`src/hdl/slir_pkg.sv`:
```
package slir_pkg;

  localparam int CAPACITY = 16;
  localparam int CNT_W = $clog2(CAPACITY + 1);
  localparam int VAL_W = 32;

  localparam logic OP_INSERT = 1'b0;
  localparam logic OP_REMOVE = 1'b1;

  localparam logic [1:0] ST_DONE = 2'd0;
  localparam logic [1:0] ST_FULL = 2'd1;
  localparam logic [1:0] ST_NOT_FOUND = 2'd2;

  typedef struct packed {
    logic ins;
    logic rem;
    logic signed [VAL_W-1:0] value;
  } cmd_t;

  typedef struct packed {
    logic gt;
    logic eq;
  } flags_t;

endpackage

```
`src/hdl/slir_cell.sv`:
```
module slir_cell import slir_pkg::*; (
  input  logic                    clk,
  input  cmd_t                    cmd,
  input  logic                    occupied,
  input  logic                    at_tail,
  input  logic                    left_gt,
  input  logic signed [VAL_W-1:0] left_entry,
  input  logic signed [VAL_W-1:0] right_entry,
  output logic signed [VAL_W-1:0] entry,
  output flags_t                  flags
);

  logic ge;

  assign flags.gt = occupied && (entry > cmd.value);
  assign flags.eq = occupied && (entry == cmd.value);
  assign ge = occupied && (entry >= cmd.value);

  always_ff @(posedge clk) begin
    if (cmd.ins) begin
      if (left_gt) begin
        entry <= left_entry;
      end else if (flags.gt || at_tail) begin
        entry <= cmd.value;
      end
    end else if (cmd.rem && ge) begin
      entry <= right_entry;
    end
  end

endmodule

```
`src/hdl/sorted_list_insert_remove.sv`:
```
// Sorted table of signed 32-bit values, insert and remove.
//
// Input channel: op, value with in_valid / in_ready. op 0 inserts value after
// any equal entries; op 1 removes the lowest entry equal to value.
// Output channel: status, count, is_empty with out_valid / out_ready. Every
// request yields exactly one result: status 0 done, 1 insert refused because
// the table is full, 2 remove refused because no entry equals value.
//
// The result of a request is registered at the edge that accepts it. Throughput
// is one request per cycle while the output is not stalled; all cells of the
// chain compare against the request value at once and shift toward or away
// from their neighbor in the same edge.
//
// When the receiver stalls, the result holds in the output register and
// in_ready drops until it is taken; in_ready is high whenever the output
// register is empty or being emptied in the same cycle.
//
// Reset (rst, synchronous) empties the table and the output register.
module sorted_list_insert_remove import slir_pkg::*; (
  input  logic                    clk,
  input  logic                    rst,
  input  logic                    in_valid,
  output logic                    in_ready,
  input  logic                    op,
  input  logic signed [VAL_W-1:0] value,
  output logic                    out_valid,
  input  logic                    out_ready,
  output logic [1:0]              status,
  output logic [4:0]              count,
  output logic                    is_empty
);

  logic [CNT_W-1:0] cnt;
  logic [CNT_W-1:0] cnt_next;
  logic [1:0] status_next;
  logic accept;
  logic full;
  logic found;
  cmd_t cmd;
  logic signed [VAL_W-1:0] entry [CAPACITY];
  flags_t flags [CAPACITY];
  logic [CAPACITY-1:0] eq_vec;

  assign in_ready = !out_valid || out_ready;
  assign accept = in_valid && in_ready;
  assign full = (cnt == CNT_W'(CAPACITY));

  always_comb begin
    for (int i = 0; i < CAPACITY; i++) begin
      eq_vec[i] = flags[i].eq;
    end
  end

  assign found = |eq_vec;

  assign cmd.value = value;
  assign cmd.ins = accept && (op == OP_INSERT) && !full;
  assign cmd.rem = accept && (op == OP_REMOVE) && found;

  always_comb begin
    cnt_next = cnt;
    status_next = ST_DONE;
    if (op == OP_INSERT) begin
      if (full) begin
        status_next = ST_FULL;
      end else begin
        cnt_next = cnt + CNT_W'(1);
      end
    end else begin
      if (!found) begin
        status_next = ST_NOT_FOUND;
      end else begin
        cnt_next = cnt - CNT_W'(1);
      end
    end
  end

  for (genvar i = 0; i < CAPACITY; i++) begin : g_cell
    logic left_gt;
    logic signed [VAL_W-1:0] left_entry;
    logic signed [VAL_W-1:0] right_entry;

    if (i == 0) begin : g_first
      assign left_gt = 1'b0;
      assign left_entry = value;
    end else begin : g_left
      assign left_gt = flags[i-1].gt;
      assign left_entry = entry[i-1];
    end

    if (i == CAPACITY - 1) begin : g_last
      assign right_entry = value;
    end else begin : g_right
      assign right_entry = entry[i+1];
    end

    slir_cell u_cell (
      .clk         (clk),
      .cmd         (cmd),
      .occupied    (CNT_W'(i) < cnt),
      .at_tail     (CNT_W'(i) == cnt),
      .left_gt     (left_gt),
      .left_entry  (left_entry),
      .right_entry (right_entry),
      .entry       (entry[i]),
      .flags       (flags[i])
    );
  end

  always_ff @(posedge clk) begin
    if (rst) begin
      cnt <= '0;
      out_valid <= 1'b0;
    end else begin
      if (accept) begin
        cnt <= cnt_next;
        out_valid <= 1'b1;
      end else if (out_ready) begin
        out_valid <= 1'b0;
      end
    end
  end

  always_ff @(posedge clk) begin
    if (accept) begin
      status <= status_next;
      count <= 5'(cnt_next);
      is_empty <= (cnt_next == '0);
    end
  end

endmodule

```
`config.mk`:
```
export PLATFORM = sky130hd
export DESIGN_NAME = sorted_list_insert_remove
export DESIGN_NICKNAME = d
export VERILOG_FILES = /design/src/hdl/slir_pkg.sv /design/src/hdl/slir_cell.sv /design/src/hdl/sorted_list_insert_remove.sv
export SDC_FILE = /design/constraint.sdc
export NUM_CORES = 2
export LEC_CHECK = 0
export BUFFER_PORTS_ARGS = -buffer_cell sky130_fd_sc_hd__buf_4
export CAP_MARGIN = 10
export CORE_ASPECT_RATIO = 0.6
export CORE_MARGIN = 2
export CORE_UTILIZATION = 40
export CTS_BUF_LIST = sky130_fd_sc_hd__clkbuf_4 sky130_fd_sc_hd__clkbuf_8 sky130_fd_sc_hd__clkbuf_16
export DETAILED_ROUTE_END_ITERATION = 6
export PLACE_DENSITY = 0.63
export SYNTH_ARGS = -nofsm -noshare
export SYNTH_HDL_FRONTEND = slang
export SYNTH_SLANG_ARGS = --single-unit
```
`constraint.sdc`:
```
create_clock -name clk -period 7.61 [get_ports clk]
set_input_delay 1.1415 -clock clk [delete_from_list [all_inputs] [get_ports clk]]
set_output_delay 1.1415 -clock clk [all_outputs]
set_load 0.02 [all_outputs]
```
==> results.md <==
* Final Cycle Share at 77.93%
* Number of CTS-inserted buffers at 56
* Antenna violations before repair at 0
* Vias per std cell at 5.958
* #FFs+latches synth at 526
* Slowest-stage cell, CP: nor4_1
* Core Region at 94490 um2
* Final net count at 4233
* Worst-Skew Late Latency at 0.65 ns
* First-pass GRT wire length at 170.3 mm
* Endpoints failing hold at 0
* Fill count at 9023
* Period minus WS final at 5.930 ns
* Peak Freq at 168.6 MHz
* Internal power at 0.005194 W
* Share of layout cells above drive strength 1 at 7.570%
* Clock network power share at 40.7%
* Fin Setup TNS at 0 ns
* Net Sw Frac at 26.77%
* Worst Tran Pin Value at 1.223 ns
* Min-Delay Path Class: reg -> reg
* Routed Antenna Nets at 0
* Mapped Area at 38370 um2
* Die width at 403.8 um
* Post-Syn Nets at 4283
* Sink Count at 526
* Initial DRC Count at 3020
* Clock skew at 0.03414 ns
* Largest stage delay on the critical path at 1.00 ns
* Critical path startpoint category: input pin
* Dpl cell area at 39960 um2
* Outcome: complete, no violations
* Max Cap Viol at 0
* Layout Cells excl Fill at 4971
* Critical Path AT at 6.25 ns
* Pin count of the biggest net entering global routing at 273
* CP required at 7.92 ns
* Top cell type's share of synthesized area at 40.70%
* Drt first pass iters at 6
* Synth Warn # at 0
* Combinational share of power at 13.0%
* Finished Cell Area at 41850 um2
* IO Port Bufs at 46
* Multi-input gate area at 21640 um2
* HPWL after DPL at 83.94 mm
* Top post-synthesis cells by area: edfxtp_1, ha_1, mux2i_1, o21ai_0, nand2_1
* R2R Setup Slk at 2.43 ns
* Clock-pin slew on the worst setup and hold paths at 0.07 ns
* Setup bufs post-CTS at 0
* Area leader, netlist: edfxtp_1
* Crit-path most repeated cell: buf_4
* Crit end category: register
* Dpl cells at 4865
* Synth Area per Inst at 10.29 um2
* CTS tree: done
* Initial Util at 40.61%
* Synth unique cells at 78
* Vias in the first global route at 27890
* Die ar. at 98500 um2
* Sw Pwr at 0.001899 W
* DIE HEIGHT at 243.9 um
* Pwr dens at 169.5 nW/um2
* WP buf/inv at 3
* WL/cell at 22.29 um
* Storage element area at 15740 um2
* Endpoints failing setup at 0
* WL final at 110.8 mm
* Cell Rows at 87
* CTS max path bufs at 3
* Total gr overflow at 0
* Cts hold-fix bufs at 0
* Slew headroom at 16.38%
* Ant diodes at 0
* RSZ-0062 raised after global routing: false
* Crit path cell chain: buf_4, inv_1, ha_1, nand4_1, nor4_1, nand3_1, a31oi_2, a2111oi_2, nand2_2, nand3_2, o31ai_4, buf_4
* Pleak at 19.35 nW
* Async set or reset register ratio after synthesis at 0%
* Reg power frac at 46.2%
* Global placer's final weighted congestion at 0.9135
* Post-synthesis cell count at 3729
* Count of pins over their slew limit at 0
* DR vias at 29620
* Root buf cell: clkbuf_16
* EDFF count, synth at 520
* Synth-to-Final Area Change at 9.065%
* Main synth FF type: edfxtp_1
* Register area share after synthesis at 41.01%
* Crit-path leading delay family: simple AND/OR/NAND/NOR gates
* Post-CTS sizing at 0
* Htree depth at 2
* Crit Path Max Fanout at 18
* Gr usage total at 21.97%
* I/O pin count at 47
* VDD IR max at 0.1484 mV
* Worst setup path class: in -> reg
* DRC at 0
-- placed cells by master (no fill, tap or decap), types with 11 or more instances in the layout --
cell         n
mux2i_1    422
clkbuf_16   58
nand3_1     25
nor3_1      34
nor2_1      76
a21oi_1    238
nand4_1    130
o211ai_1    16
edfxtp_1   520
nand2_1    508
nor4_1      24
ha_1       517
clkbuf_4    11
buf_4       95
and3_1      11
mux2_2      36
o21a_1      23
o21ai_0    483
inv_1       67
nor2b_1     23
clkinv_2    11
clkinv_1    12
a21o_1     189
-- per-stage QoR --
step / hold WS (ns) / total power, W / setup slack (ns) / util, %
floorplan: 0.5219 / 0.003964 / 1.509 / -
global placement: 0.5185 / 0.004230 / 1.296 / 42.29
detailed placement: 0.5232 / 0.004253 / 1.143 / 42.29
CTS: 0.5375 / 0.007137 / 1.824 / 44.26
global route: 0.5794 / 0.007359 / 1.427 / 44.29
finish: 0.5291 / 0.007093 / 1.680 / 44.29
-- registers in the layout (all words and copies together), names as in the netlist --
| name | cells |
|---|---|
| g_cell.u_cell.entry | 512 |
| cnt | 5 |
| count | 5 |
| status | 2 |
| is_empty | 1 |
| out_valid | 1 |
-- area by class of cell --
type | count | share of cell area [%]
multi-input combinational | 2927 | 51.70
sequential | 526 | 37.60
clock buffer | 71 | 3.731
tap | 1246 | 3.725
timing repair buffer | 100 | 1.925
clock inverter | 33 | 0.7056
inverter | 68 | 0.6099
-- worst reg2reg max path, stage by stage (launching register included) --
cell	delay, ns
edfxtp_1	0.48
ha_1	0.34
nand4_1	0.25
nor4_1	1.01
nand3_1	0.32
a31oi_2	0.27
a2111oi_2	0.14
nand2_2	0.26
nand3_2	0.40
o31ai_4	0.95
buf_4	0.42
-- power by group through the flow --
stage | registers [W] | logic [W] | clock network, W
3_5_place_dp | 0.00334 | 0.000913 | 0
6_report | 0.00328 | 0.000926 | 0.00289
3_3_place_gp | 0.00334 | 0.000889 | 0
5_1_grt | 0.00328 | 0.00104 | 0.00304
2_1_floorplan | 0.00333 | 0.000637 | 0
4_1_cts | 0.00328 | 0.000915 | 0.00294
-- per-layer routing --
layer  global-route usage, %  wire length [um]  vias up
met1                   36.10             57420    14380
li1                        -                 -    14130
met4                   3.830              1622        0
met5                       0                 0        -
met3                   3.998              8982       98
met2                   29.26             42790     1010
-- path summary, 6_finish.rpt --
check                                                     startpoint  cells after the start                                    to
worst min register to register                out_valid$_SDFFE_PP0P_                      2                out_valid$_SDFFE_PP0P_
worst max-delay path                                       value[27]                     12  g_cell[7].u_cell.entry[22]$_DFFE_PP_
worst max register to register  g_cell[3].u_cell.entry[27]$_DFFE_PP_                     10  g_cell[7].u_cell.entry[22]$_DFFE_PP_
worst min-delay path                          out_valid$_SDFFE_PP0P_                      2                out_valid$_SDFFE_PP0P_
-- Yosys cell counts, drive strengths merged (2+ instances only) --
library cell	count
nand2	513
nor4	31
clkbuf	152
a2111oi	11
o31ai	12
ha	517
a22oi	2
mux2	37
xnor2	2
nor2	78
nand3b	3
o21ai	495
a211oi	11
o2bb2ai	2
or3	5
a211o	4
a31o	6
o21bai	3
o32ai	5
and3	13
a21o	189
o2111ai	2
a221oi	4
nand3	29
dfxtp	6
mux2i	424
nor4b	2
nand2b	9
a21oi	240
inv	67
a31oi	10
buf	56
o221ai	2
edfxtp	520
o22ai	7
nand4	132
and4	12
or2	4
o211ai	16
a21boi	2
nor3	35
o21a	23
o211a	2
nor2b	23
and2	3
-- cells by family (layout without fill, tap and decap cells) --
group / count (synthesis) / count (layout) / share of synthesized area (%)
simple gates: 894 / 894 / 10.89
flops: 526 / 526 / 41.01
buf+inv: 276 / 272 / 3.006
fa+ha+maj: 517 / 517 / 16.86
xor+xnor: 3 / 3 / 0.06849
compound gates: 1052 / 1052 / 15.98
mux: 461 / 461 / 12.19
(Power assumes the default switching activity.)
